**src/ep2c_pkg.sv**
```systemverilog
// ep2c_pkg: shared widths, constants, types and a small helper function
// for the epoch seconds to calendar pipeline; used by every ep2c module
// but ep2c_cdiv, and by the top level. no dependencies.
package ep2c_pkg;

    // field widths
    localparam int SECS_W   = 39;
    localparam int YEAR_W   = 14;
    localparam int MONTH_W  = 4;
    localparam int DAY_W    = 5;
    localparam int HOUR_W   = 5;
    localparam int MINUTE_W = 6;
    localparam int SECOND_W = 6;

    // pipeline shape
    localparam int STAGES     = 14;
    localparam int SPLIT_LAST = 3;     // last stage of the day split
    localparam int UPPER_N    = STAGES - SPLIT_LAST - 1;

    // day split: floor(secs / 86400) as floor((secs >>> 7) / 675)
    localparam int SEC_LO_W = 7;
    localparam int U_W      = 33;
    localparam int DAYQ_W   = 23;
    localparam int REM_W    = 17;
    localparam int DAY_DIVISOR  = 675;
    localparam int DAY_SHIFT    = 40;
    // 675 * 3181458, makes the shifted seconds non-negative
    localparam logic [U_W-1:0] DAY_BIAS = 33'd2147484150;

    // julian day arithmetic
    localparam int Z_W = 24;
    // z = biased quotient - 3181458 + 2440588
    localparam logic signed [Z_W-1:0] Z_OFFSET    = 24'sd740870;
    localparam logic signed [Z_W-1:0] GREG_START  = 24'sd2299161;
    localparam logic signed [25:0]    ALPHA_BASE  = 26'sd7468865;
    localparam logic signed [Z_W-1:0] B_OFFSET    = 24'sd1524;
    localparam logic signed [31:0]    C_BASE      = 32'sd12210;
    localparam logic signed [15:0]    YEAR_LATE   = 16'sd4716;
    localparam logic signed [15:0]    YEAR_EARLY  = 16'sd4715;

    localparam int ALPHA_N_W     = 25;
    localparam int ALPHA_Q_W     = 7;
    localparam int ALPHA_DIVISOR = 146097;
    localparam int ALPHA_SHIFT   = 40;

    localparam int C_N_W     = 30;
    localparam int C_Q_W     = 15;
    localparam int C_DIVISOR = 36525;
    localparam int C_SHIFT   = 45;

    localparam int BD_W   = 10;
    localparam int BMAG_W = 9;
    localparam int EMAG_W = 4;

    // smallest b-d giving each month index: ceil(30.6001 * k)
    localparam logic [BMAG_W-1:0] E_THRESH [16] = '{
        9'd0,   9'd31,  9'd62,  9'd92,  9'd123, 9'd154, 9'd184, 9'd215,
        9'd245, 9'd276, 9'd307, 9'd337, 9'd368, 9'd398, 9'd429, 9'd460
    };

    // floor(30.6001 * k)
    localparam logic [BMAG_W-1:0] E_TERM [16] = '{
        9'd0,   9'd30,  9'd61,  9'd91,  9'd122, 9'd153, 9'd183, 9'd214,
        9'd244, 9'd275, 9'd306, 9'd336, 9'd367, 9'd397, 9'd428, 9'd459
    };

    // time of day
    localparam int MIN_OF_DAY_W = 11;
    localparam logic [14:0] DIV15_RECIP = 15'd17477;   // ceil(2^18 / 15)

    typedef struct packed {
        logic [HOUR_W-1:0]   hour;
        logic [MINUTE_W-1:0] minute;
        logic [SECOND_W-1:0] second;
    } tod_t;

    typedef struct packed {
        logic [YEAR_W-1:0]  year;
        logic [MONTH_W-1:0] month;
        logic [DAY_W-1:0]   day;
    } date_t;

    // exact x / 60 for x below 86400: (x / 4) / 15 by reciprocal
    function automatic logic [MIN_OF_DAY_W-1:0] div60(input logic [REM_W-1:0] x);
        logic [29:0] prod;
        prod = 30'(x[REM_W-1:2]) * 30'(DIV15_RECIP);
        return prod[28:18];
    endfunction

endpackage

```
**src/ep2c_cdiv.sv**
```systemverilog
// ep2c_cdiv: two-stage unsigned divide by a constant, reciprocal estimate
// then one correction step; standalone, no package needed.
module ep2c_cdiv #(
    parameter int unsigned DIVISOR = 675,
    parameter int unsigned N_W     = 33,
    parameter int unsigned Q_W     = 23,
    parameter int unsigned SHIFT   = 40
) (
    input  logic                         clk,
    input  logic [1:0]                   adv,
    input  logic [N_W-1:0]               num,
    output logic [Q_W-1:0]               quo,
    output logic [$clog2(DIVISOR)-1:0]   rmd
);

    localparam logic [63:0]  RECIP = (64'd1 << SHIFT) / 64'(DIVISOR);
    localparam int unsigned  M_W   = $clog2(RECIP + 64'd1);
    localparam int unsigned  P_W   = N_W + M_W;
    localparam int unsigned  R_W   = $clog2(DIVISOR);

    logic [P_W-1:0] prod;
    logic [N_W-1:0] num_reg;
    logic [Q_W-1:0] qest_reg;
    logic [N_W-1:0] back;
    logic [N_W-1:0] diff;
    logic           fix;
    logic [Q_W-1:0] quo_reg;
    logic [R_W-1:0] rmd_reg;

    // estimate is the true quotient or one below it
    assign prod = P_W'(num) * P_W'(RECIP);
    assign back = N_W'(qest_reg) * N_W'(DIVISOR);
    assign diff = num_reg - back;
    assign fix  = (diff >= N_W'(DIVISOR));

    always_ff @(posedge clk)
    begin
        if (adv[0])
        begin
            num_reg  <= num;
            qest_reg <= prod[SHIFT +: Q_W];
        end
        if (adv[1])
        begin
            quo_reg <= fix ? qest_reg + Q_W'(1) : qest_reg;
            rmd_reg <= fix ? R_W'(diff - N_W'(DIVISOR)) : R_W'(diff);
        end
    end

    assign quo = quo_reg;
    assign rmd = rmd_reg;

endmodule

```
**src/ep2c_split.sv**
```systemverilog
// ep2c_split: input register and floor split of seconds into a day
// quotient and seconds of day; uses ep2c_pkg and ep2c_cdiv.
module ep2c_split (
    input  logic                                clk,
    input  logic [ep2c_pkg::SPLIT_LAST:0]       adv,
    input  logic signed [ep2c_pkg::SECS_W-1:0]  epoch_seconds,
    output logic [ep2c_pkg::DAYQ_W-1:0]         dayq,
    output logic [ep2c_pkg::REM_W-1:0]          rem
);
    import ep2c_pkg::*;

    localparam int R_W = $clog2(DAY_DIVISOR);

    logic signed [SECS_W-1:0]   secs_reg;
    logic signed [31:0]         q1;
    logic signed [U_W:0]        u_sum;
    logic [U_W-1:0]             u_reg;
    logic [SEC_LO_W-1:0]        lo1_reg;
    logic [SEC_LO_W-1:0]        lo2_reg;
    logic [SEC_LO_W-1:0]        lo3_reg;
    logic [R_W-1:0]             rmd;

    // arithmetic shift is already a floor
    assign q1    = 32'(secs_reg >>> SEC_LO_W);
    assign u_sum = (U_W+1)'(q1) + (U_W+1)'(DAY_BIAS);

    always_ff @(posedge clk)
    begin
        if (adv[0])
        begin
            secs_reg <= epoch_seconds;
        end
        if (adv[1])
        begin
            u_reg   <= u_sum[U_W-1:0];
            lo1_reg <= secs_reg[SEC_LO_W-1:0];
        end
        if (adv[2])
        begin
            lo2_reg <= lo1_reg;
        end
        if (adv[3])
        begin
            lo3_reg <= lo2_reg;
        end
    end

    ep2c_cdiv #(
        .DIVISOR (DAY_DIVISOR),
        .N_W     (U_W),
        .Q_W     (DAYQ_W),
        .SHIFT   (DAY_SHIFT)
    ) u_day_div (
        .clk (clk),
        .adv (adv[3:2]),
        .num (u_reg),
        .quo (dayq),
        .rmd (rmd)
    );

    assign rem = {rmd, lo3_reg};

endmodule

```
**src/ep2c_tod.sv**
```systemverilog
// ep2c_tod: hour, minute and second from seconds of day, with a delay
// line to line up with the date path; uses ep2c_pkg.
module ep2c_tod (
    input  logic                           clk,
    input  logic [ep2c_pkg::UPPER_N-1:0]   adv,
    input  logic [ep2c_pkg::REM_W-1:0]     rem,
    output ep2c_pkg::tod_t                 tod
);
    import ep2c_pkg::*;

    localparam int DLY = UPPER_N - 4;

    logic [REM_W-1:0]        rem4_reg;
    logic [REM_W-1:0]        rem5_reg;
    logic [MIN_OF_DAY_W-1:0] mt5_reg;
    logic [MIN_OF_DAY_W-1:0] mt6_reg;
    logic [HOUR_W-1:0]       hr6_reg;
    logic [SECOND_W-1:0]     sec6_reg;
    logic [MIN_OF_DAY_W-1:0] hr_c;
    logic [REM_W-1:0]        sec_c;
    logic [MIN_OF_DAY_W-1:0] min_c;
    tod_t                    tod7_reg;
    tod_t                    dly_reg [DLY];

    assign sec_c = rem5_reg - REM_W'(mt5_reg) * REM_W'(60);
    assign hr_c  = div60(REM_W'(mt5_reg));
    assign min_c = mt6_reg - MIN_OF_DAY_W'(hr6_reg) * MIN_OF_DAY_W'(60);

    always_ff @(posedge clk)
    begin
        if (adv[0])
        begin
            rem4_reg <= rem;
        end
        if (adv[1])
        begin
            rem5_reg <= rem4_reg;
            mt5_reg  <= div60(rem4_reg);
        end
        if (adv[2])
        begin
            mt6_reg  <= mt5_reg;
            hr6_reg  <= hr_c[HOUR_W-1:0];
            sec6_reg <= sec_c[SECOND_W-1:0];
        end
        if (adv[3])
        begin
            tod7_reg.hour   <= hr6_reg;
            tod7_reg.minute <= min_c[MINUTE_W-1:0];
            tod7_reg.second <= sec6_reg;
        end
        if (adv[4])
        begin
            dly_reg[0] <= tod7_reg;
        end
        for (int i = 1; i < DLY; i++)
        begin
            if (adv[4+i])
            begin
                dly_reg[i] <= dly_reg[i-1];
            end
        end
    end

    assign tod = dly_reg[DLY-1];

endmodule

```
**src/ep2c_date.sv**
```systemverilog
// ep2c_date: julian day number to calendar year, month and day, pipelined
// over ten stages; uses ep2c_pkg and ep2c_cdiv.
module ep2c_date (
    input  logic                           clk,
    input  logic [ep2c_pkg::UPPER_N-1:0]   adv,
    input  logic [ep2c_pkg::DAYQ_W-1:0]    dayq,
    output ep2c_pkg::date_t                date
);
    import ep2c_pkg::*;

    // stage: julian day and gregorian test
    logic signed [Z_W-1:0]   z_c;
    logic                    greg_c;
    logic signed [25:0]      nal_full;
    logic [ALPHA_N_W-1:0]    nal_c;
    logic signed [Z_W-1:0]   z4_reg;
    logic                    greg4_reg;
    logic [ALPHA_N_W-1:0]    nal_reg;
    logic signed [Z_W-1:0]   z5_reg;
    logic                    greg5_reg;
    logic signed [Z_W-1:0]   z6_reg;
    logic                    greg6_reg;
    logic [ALPHA_Q_W-1:0]    alpha;

    // stage: b and the century numerator
    logic signed [Z_W-1:0]   alpha_adj;
    logic signed [Z_W-1:0]   a_c;
    logic signed [Z_W-1:0]   b7_reg;
    logic signed [31:0]      n_c;
    logic [31:0]             nabs_c;
    logic [C_N_W-1:0]        nmag_reg;
    logic                    nneg8_reg;
    logic signed [Z_W-1:0]   b8_reg;
    logic                    nneg9_reg;
    logic signed [Z_W-1:0]   b9_reg;
    logic                    nneg10_reg;
    logic signed [Z_W-1:0]   b10_reg;
    logic [C_Q_W-1:0]        cmag;

    // stage: c and b - d
    logic [22:0]             dmag_c;
    logic signed [Z_W:0]     dsgn_c;
    logic signed [Z_W:0]     bd_full;
    logic signed [15:0]      c_c;
    logic signed [15:0]      c11_reg;
    logic signed [BD_W-1:0]  bd11_reg;

    // stage: month index
    logic [BD_W-1:0]         babs_c;
    logic [BMAG_W-1:0]       bmag_c;
    logic [EMAG_W-1:0]       emag_c;
    logic signed [15:0]      c12_reg;
    logic                    bneg12_reg;
    logic [BMAG_W-1:0]       bmag12_reg;
    logic [EMAG_W-1:0]       emag12_reg;

    // stage: final fields
    logic [BMAG_W-1:0]       dpos_c;
    logic signed [5:0]       e_c;
    logic signed [5:0]       m_c;
    logic signed [15:0]      y_c;
    date_t                   date_next;
    date_t                   date_reg;

    assign z_c      = signed'({1'b0, dayq}) - Z_OFFSET;
    assign greg_c   = (z_c >= GREG_START);
    assign nal_full = (26'(z_c) <<< 2) - ALPHA_BASE;
    assign nal_c    = greg_c ? nal_full[ALPHA_N_W-1:0] : '0;

    assign alpha_adj = signed'(Z_W'(alpha) - Z_W'(alpha[ALPHA_Q_W-1:2]));
    assign a_c       = greg6_reg ? z6_reg + 24'sd1 + alpha_adj : z6_reg;

    assign n_c    = 32'(b7_reg) * 32'sd100 - C_BASE;
    assign nabs_c = n_c[31] ? 32'(-n_c) : 32'(n_c);

    // 36525c/100 is 365c plus c/4, both truncated towards zero
    assign dmag_c  = 23'(cmag) * 23'd365 + 23'(cmag[C_Q_W-1:2]);
    assign dsgn_c  = nneg10_reg ? -signed'({2'b00, dmag_c}) : signed'({2'b00, dmag_c});
    assign bd_full = (Z_W+1)'(b10_reg) - dsgn_c;
    assign c_c     = nneg10_reg ? -signed'({1'b0, cmag}) : signed'({1'b0, cmag});

    assign babs_c = bd11_reg[BD_W-1] ? BD_W'(-bd11_reg) : BD_W'(bd11_reg);
    assign bmag_c = babs_c[BMAG_W-1:0];

    always_comb
    begin
        emag_c = '0;
        for (int k = 1; k < 16; k++)
        begin
            if (bmag_c >= E_THRESH[k])
            begin
                emag_c = EMAG_W'(k);
            end
        end
    end

    assign dpos_c = bmag12_reg - E_TERM[emag12_reg];
    assign e_c    = bneg12_reg ? -signed'({2'b00, emag12_reg})
                               : signed'({2'b00, emag12_reg});
    assign m_c    = (e_c <= 6'sd13) ? e_c - 6'sd1 : e_c - 6'sd13;
    assign y_c    = (m_c >= 6'sd3) ? c12_reg - YEAR_LATE : c12_reg - YEAR_EARLY;

    always_comb
    begin
        date_next.year  = y_c[YEAR_W-1:0];
        date_next.month = m_c[MONTH_W-1:0];
        date_next.day   = bneg12_reg ? DAY_W'(BMAG_W'(0) - dpos_c) : dpos_c[DAY_W-1:0];
    end

    always_ff @(posedge clk)
    begin
        if (adv[0])
        begin
            z4_reg    <= z_c;
            greg4_reg <= greg_c;
            nal_reg   <= nal_c;
        end
        if (adv[1])
        begin
            z5_reg    <= z4_reg;
            greg5_reg <= greg4_reg;
        end
        if (adv[2])
        begin
            z6_reg    <= z5_reg;
            greg6_reg <= greg5_reg;
        end
        if (adv[3])
        begin
            b7_reg <= a_c + B_OFFSET;
        end
        if (adv[4])
        begin
            nmag_reg  <= nabs_c[C_N_W-1:0];
            nneg8_reg <= n_c[31];
            b8_reg    <= b7_reg;
        end
        if (adv[5])
        begin
            nneg9_reg <= nneg8_reg;
            b9_reg    <= b8_reg;
        end
        if (adv[6])
        begin
            nneg10_reg <= nneg9_reg;
            b10_reg    <= b9_reg;
        end
        if (adv[7])
        begin
            c11_reg  <= c_c;
            bd11_reg <= bd_full[BD_W-1:0];
        end
        if (adv[8])
        begin
            c12_reg    <= c11_reg;
            bneg12_reg <= bd11_reg[BD_W-1];
            bmag12_reg <= bmag_c;
            emag12_reg <= emag_c;
        end
        if (adv[9])
        begin
            date_reg <= date_next;
        end
    end

    ep2c_cdiv #(
        .DIVISOR (ALPHA_DIVISOR),
        .N_W     (ALPHA_N_W),
        .Q_W     (ALPHA_Q_W),
        .SHIFT   (ALPHA_SHIFT)
    ) u_alpha_div (
        .clk (clk),
        .adv (adv[2:1]),
        .num (nal_reg),
        .quo (alpha),
        .rmd ()
    );

    ep2c_cdiv #(
        .DIVISOR (C_DIVISOR),
        .N_W     (C_N_W),
        .Q_W     (C_Q_W),
        .SHIFT   (C_SHIFT)
    ) u_c_div (
        .clk (clk),
        .adv (adv[6:5]),
        .num (nmag_reg),
        .quo (cmag),
        .rmd ()
    );

    assign date = date_reg;

endmodule

```
**src/epoch_seconds_to_calendar.sv**
```systemverilog
// epoch_seconds_to_calendar: 14-stage pipeline, one item per cycle when the
// output is taken; latency is set by the chain of constant divisions in
// the date path (day split, alpha, century), each an estimate stage and a
// correction stage. reset clears the valid bits only; data registers are
// left as they are. uses ep2c_pkg, ep2c_split, ep2c_tod and ep2c_date.
module epoch_seconds_to_calendar (
    input  logic                                  clk,
    input  logic                                  rst_n,
    input  logic                                  epoch_valid,
    output logic                                  epoch_stall,
    input  logic signed [ep2c_pkg::SECS_W-1:0]    epoch_seconds,
    output logic                                  cal_valid,
    input  logic                                  cal_stall,
    output logic [ep2c_pkg::YEAR_W-1:0]           cal_year,
    output logic [ep2c_pkg::MONTH_W-1:0]          cal_month,
    output logic [ep2c_pkg::DAY_W-1:0]            day_of_month,
    output logic [ep2c_pkg::HOUR_W-1:0]           hour_of_day,
    output logic [ep2c_pkg::MINUTE_W-1:0]         minute_of_hour,
    output logic [ep2c_pkg::SECOND_W-1:0]         second_of_minute
);
    import ep2c_pkg::*;

    logic [STAGES-1:0]      valid_reg;
    logic [STAGES-1:0]      valid_next;
    logic [STAGES-1:0]      adv;
    logic [DAYQ_W-1:0]      dayq;
    logic [REM_W-1:0]       rem;
    tod_t                   tod;
    date_t                  date;

    // a stage moves on when it is empty or the next one moves on
    always_comb
    begin
        adv[STAGES-1] = !valid_reg[STAGES-1] || !cal_stall;
        for (int k = STAGES - 2; k >= 0; k--)
        begin
            adv[k] = !valid_reg[k] || adv[k+1];
        end
    end

    always_comb
    begin
        valid_next = valid_reg;
        if (adv[0])
        begin
            valid_next[0] = epoch_valid;
        end
        for (int k = 1; k < STAGES; k++)
        begin
            if (adv[k])
            begin
                valid_next[k] = valid_reg[k-1];
            end
        end
    end

    always_ff @(posedge clk or negedge rst_n)
    begin
        if (!rst_n)
        begin
            valid_reg <= '0;
        end
        else
        begin
            valid_reg <= valid_next;
        end
    end

    ep2c_split u_split (
        .clk           (clk),
        .adv           (adv[SPLIT_LAST:0]),
        .epoch_seconds (epoch_seconds),
        .dayq          (dayq),
        .rem           (rem)
    );

    ep2c_tod u_tod (
        .clk (clk),
        .adv (adv[STAGES-1:SPLIT_LAST+1]),
        .rem (rem),
        .tod (tod)
    );

    ep2c_date u_date (
        .clk  (clk),
        .adv  (adv[STAGES-1:SPLIT_LAST+1]),
        .dayq (dayq),
        .date (date)
    );

    assign epoch_stall      = !adv[0];
    assign cal_valid        = valid_reg[STAGES-1];
    assign cal_year         = date.year;
    assign cal_month        = date.month;
    assign day_of_month     = date.day;
    assign hour_of_day      = tod.hour;
    assign minute_of_hour   = tod.minute;
    assign second_of_minute = tod.second;

    // input is held back only when every stage is full and the output waits
    a_stall_only_full: assert property (@(posedge clk) disable iff (!rst_n)
        epoch_stall |-> ((&valid_reg) && cal_stall))
        else $error("input stalled while the pipeline has room");

    // time of day comes from a remainder below one day for any input
    a_tod_range: assert property (@(posedge clk) disable iff (!rst_n)
        cal_valid |-> (hour_of_day < 5'd24 && minute_of_hour < 6'd60
                       && second_of_minute < 6'd60))
        else $error("time of day out of range");

    // an item may not vanish from the last stage while it waits
    a_out_held: assert property (@(posedge clk) disable iff (!rst_n)
        (cal_valid && cal_stall) |=> (cal_valid && $stable(date) && $stable(tod)))
        else $error("waiting result lost or changed");

endmodule
```
**config.mk**
```make
export PLATFORM = sky130hd
export DESIGN_NAME = epoch_seconds_to_calendar
export DESIGN_NICKNAME = d
export VERILOG_FILES = /design/src/ep2c_pkg.sv /design/src/ep2c_cdiv.sv /design/src/ep2c_split.sv /design/src/ep2c_tod.sv /design/src/ep2c_date.sv /design/src/epoch_seconds_to_calendar.sv
export SDC_FILE = /design/constraint.sdc
export NUM_CORES = 2
export LEC_CHECK = 0
export BUFFER_PORTS_ARGS = -buffer_cell sky130_fd_sc_hd__buf_2
export CORE_UTILIZATION = 35
export DETAILED_ROUTE_END_ITERATION = 10
export GPL_TIMING_DRIVEN = 0
export PLACE_DENSITY_LB_ADDON = 0.12
export SLEW_MARGIN = 5
export SYNTH_ARGS = -nofsm -noshare
export SYNTH_HDL_FRONTEND = slang
export SYNTH_SLANG_ARGS = --single-unit
```
**constraint.sdc**
```tcl
create_clock -name clk -period 9.35 [get_ports clk]
set_input_delay 1.4025 -clock clk [delete_from_list [all_inputs] [get_ports clk]]
set_output_delay 1.4025 -clock clk [all_outputs]
set_load 0.01 [all_outputs]
```
==> metrics.md <==
| Metric | Value |
|---|---|
| Run status | finished clean |
| TritonCTS clock tree | done |
| Slew margin rel. | about a fifth |
| Category of the worst setup path capture point | register |
| Peak per-stage delay on the critical path | 0.77 ns |
| Number of max-slew violations in the final report | 0 |
| Die span in x | 501 um |
| Share of flip-flops with an asynchronous set or reset | 1.96% |
| Number of top-level pins | 85 |
| Series of cell instances along the critical path | inv_1, fa_1, inv_1, fa_1, inv_1, fa_1, fa_1, fa_1, fa_1, fa_1, inv_1, ha_1, nand4_1, nor4_2, nand4_1, a21oi_1, o41ai_2, a21oi_1, o21ai_0, a21boi_0, o21a_1, o22a_1, xor2_1 |
| Final Critical Period | 8.66 ns |
| Number of design rule violations left after detail routing | 0 |
| CP arrival | 9.16 ns |
| Sequential area share after synthesis | about 25% |
| Combined global-route utilization of all metal layers | 17.1% |
| Antenna violations before repair | 5 |
| Total number of vias | 53.9k |
| Setup slack of the worst register-to-register path | 0.69 ns |
| Total length of routed wires | 207000 um |
| Top_reg_cell synth | sky130_fd_sc_hd__edfxtp_1 |
| Post-DP HPWL | 173000 um |
| Number of synthesized flops with an enable pin | 702 |
| Met2 track demand over resource in global routing | 29.4% |
| Vias in the first global route | 58.5k |
| Core Region | 0.247 mm2 |
| Fraction of layout cells with a size suffix above 1 | 3.94% |
| Post-DRT Antenna Nets | 0 |
| Initial detailed-routing violation count | 2406 |
| Die ar. | 0.251 mm2 |
| Unique cell type count in the Yosys netlist | 94 |
| Weighted congestion at the end of routability-driven global placement | between 0.8 and 0.9 |
| Clock root buffer master | sky130_fd_sc_hd__clkbuf_16 |
| Bufs and invs on worst path | 4 |
| Hold_ws | 0.397 ns |
| Worst Hold Class | reg -> reg |
| Highest-utilization routing layer at the global route stage | met2 |
| Leading cell type in the layout, fill and taps excluded | sky130_fd_sc_hd__inv_1 |
| Synth-to-layout area growth | 9.00% |
| Synth Area per Inst | 10.9 um2 |
| Setup CP Type | reg -> reg |
| Total global routing overflow | 0 |
| Clock Skews | 0.0730 ns |
| Initial Utilization | roughly a third |
| Tightest Pin Transition | 1.21 ns |
| Number of vias per cell after detailed routing | 4.67 |
| Unrepaired setup endpoints after global routing | no |
| Row count | 182 |
| GR Layer Usage met1 | 23.7% |
| Number of cells in the design after placement | ~11k |
| Global routing met3 resource utilization | 1.23% |
| Number of clock buffers inserted by TritonCTS | 84 |
| Maximum buffer depth of the clock tree | 3 |
| Endpoints failing setup | 0 |
| Critical path fanouts, max | 10 |
| Pin count of the biggest net entering global routing | 59 |
| Cell with the biggest individual delay on the critical path | sky130_fd_sc_hd__edfxtp_1 |
| Clock-pin slew reported for the worst setup and hold paths after clock tree synthesis | 0.06 ns |
| Sum of negative setup slack | 0 ns |
| Die boundary height | roughly 500 um |
| Family with the most delay on the worst path | adder cells |
| Clock sinks | 716 |
| Achievable Freq | approximately 120 MHz |
| Critical path's most frequent cell | sky130_fd_sc_hd__fa_1 |
| Port Buffers | 84 |
| Final worst path period share | 92.7% |
| Final net count | 10.9k |
| CTS hold repair buffers | 0 |
| H-tree levels | 3 |
| # fillers | 24.3k |
| CP startpoint kind | register |
| Synth Cell Area | 0.0870 mm2 |
| First-pass DRT Iterations | 5 |
| PnR worst setup slack | 0.686 ns |
| Data required, critical path | 9.85 ns |
| Clock Latency Late Sink | 0.71 ns |
| Flop and latch count out of synthesis | about 720 |
| Non-filler cells, final | 11.5k |
| Worst setup slack after placement | 0.0475 ns |
| Leading cell types in the layout, fill and taps excluded | 2132 x sky130_fd_sc_hd__inv_1, 1554 x sky130_fd_sc_hd__ha_1, 1116 x sky130_fd_sc_hd__fa_1 |
| Net count after synthesis | between 10k and 15k |
| Flip-flop count of the largest register, all copies and words added | 102 |
| Wire length of the first global-routing pass | 333000 um |
| Count of max-cap constraint violations | 0 |
| Number of warnings printed during yosys synthesis | 0 |
| Hold Vio Cnt, Final | 0 |
| Detail-routed net length per standard cell | 17.9 um |
| Cells after synthesis | 7970 |
==> worst paths after layout <==
check / from / to / cells past startpoint
max: u_date.nmag_reg[7] / u_date.u_c_div.qest_reg[13] / 23
min: u_date.b8_reg[3] / u_date.b9_reg[3] / 0
max reg2reg: u_date.nmag_reg[7] / u_date.u_c_div.qest_reg[13] / 23
min reg2reg: u_date.b8_reg[3] / u_date.b9_reg[3] / 0
max in group asynchronous: rst_n / valid_reg[5] / 1
min in group asynchronous: rst_n / valid_reg[13] / 1
==> cells by family after synthesis <==
family	synth area share (%)
adders and majority gates	48.0
buffers and inverters	9.48
and+or+nand+nor	5.78
AOI/OAI and AO/OA	7.10
DFF	24.6
xor gates and xnor gates	4.50
muxes	0.510
==> layout make-up <==
cell class                 count  area (um2)  share of cell area, %
clock buffer                 106        2210                   2.33
inverter                    2138        8030                   8.47
multi-input combinational   5065       57400                   60.5
tap                         3312        4140                   4.37
antenna                        4        10.0                 0.0106
clock inverter                47         607                  0.640
timing repair buffer         108         778                  0.820
buffer                        51         226                  0.239
sequential                   716       21400                   22.6
==> routing by layer <==
layer / vias to the layer above / routed length (um) / share of wire, %
li1: 26480 / - / -
met1: 26739 / 99500 / 48
met2: 518 / 100000 / 48
met3: 138 / 4470 / 2.2
met4: 0 / 2860 / 1.4
met5: - / 0 / 0
==> cell usage after synthesis, drive strengths merged (14+ instances only) <==
cell type / number / area share, %
and4: 14 / 0.14
a21o: 121 / 1.0
nand3: 99 / 0.57
mux2i: 23 / 0.26
edfxtp: 702 / 24
nor4: 23 / 0.17
nand4: 51 / 0.37
inv: 2138 / 9.2
xor2: 133 / 1.3
xnor2: 308 / 3.1
fa: 1116 / 26
o21a: 47 / 0.41
o31ai: 30 / 0.26
a21oi: 238 / 1.4
or3: 29 / 0.21
o21bai: 30 / 0.26
a31oi: 41 / 0.29
a211o: 17 / 0.17
or2: 26 / 0.19
nor2: 224 / 0.97
dfrtp: 14 / 0.40
nor3: 65 / 0.37
mux2: 15 / 0.19
clkbuf: 42 / 0.18
nand2b: 56 / 0.40
or4: 14 / 0.13
o21ai: 156 / 0.91
ha: 1554 / 22
and2: 38 / 0.27
a2111oi: 15 / 0.15
nor2b: 49 / 0.35
nand2: 223 / 0.96
and3: 37 / 0.27
o211ai: 24 / 0.21
a211oi: 43 / 0.39
==> through the flow <==
step                utilization, %  instance area (um2)
floorplan                        -                87000
finish                        38.5                94900
detailed placement            37.3                92000
CTS                           38.4                94800
global route                  38.5                94900
global placement              37.1                91600
==> repair_timing <==
item	in CTS	in global routing
pin swaps	0	0
endpoints found under the setup margin	1	4
resized for setup	0	2
buffers inserted	3	6
Power is left out: the tool's default activity adds up to more than one toggle a clock period on the data nets, which glitch-free logic cannot reach.
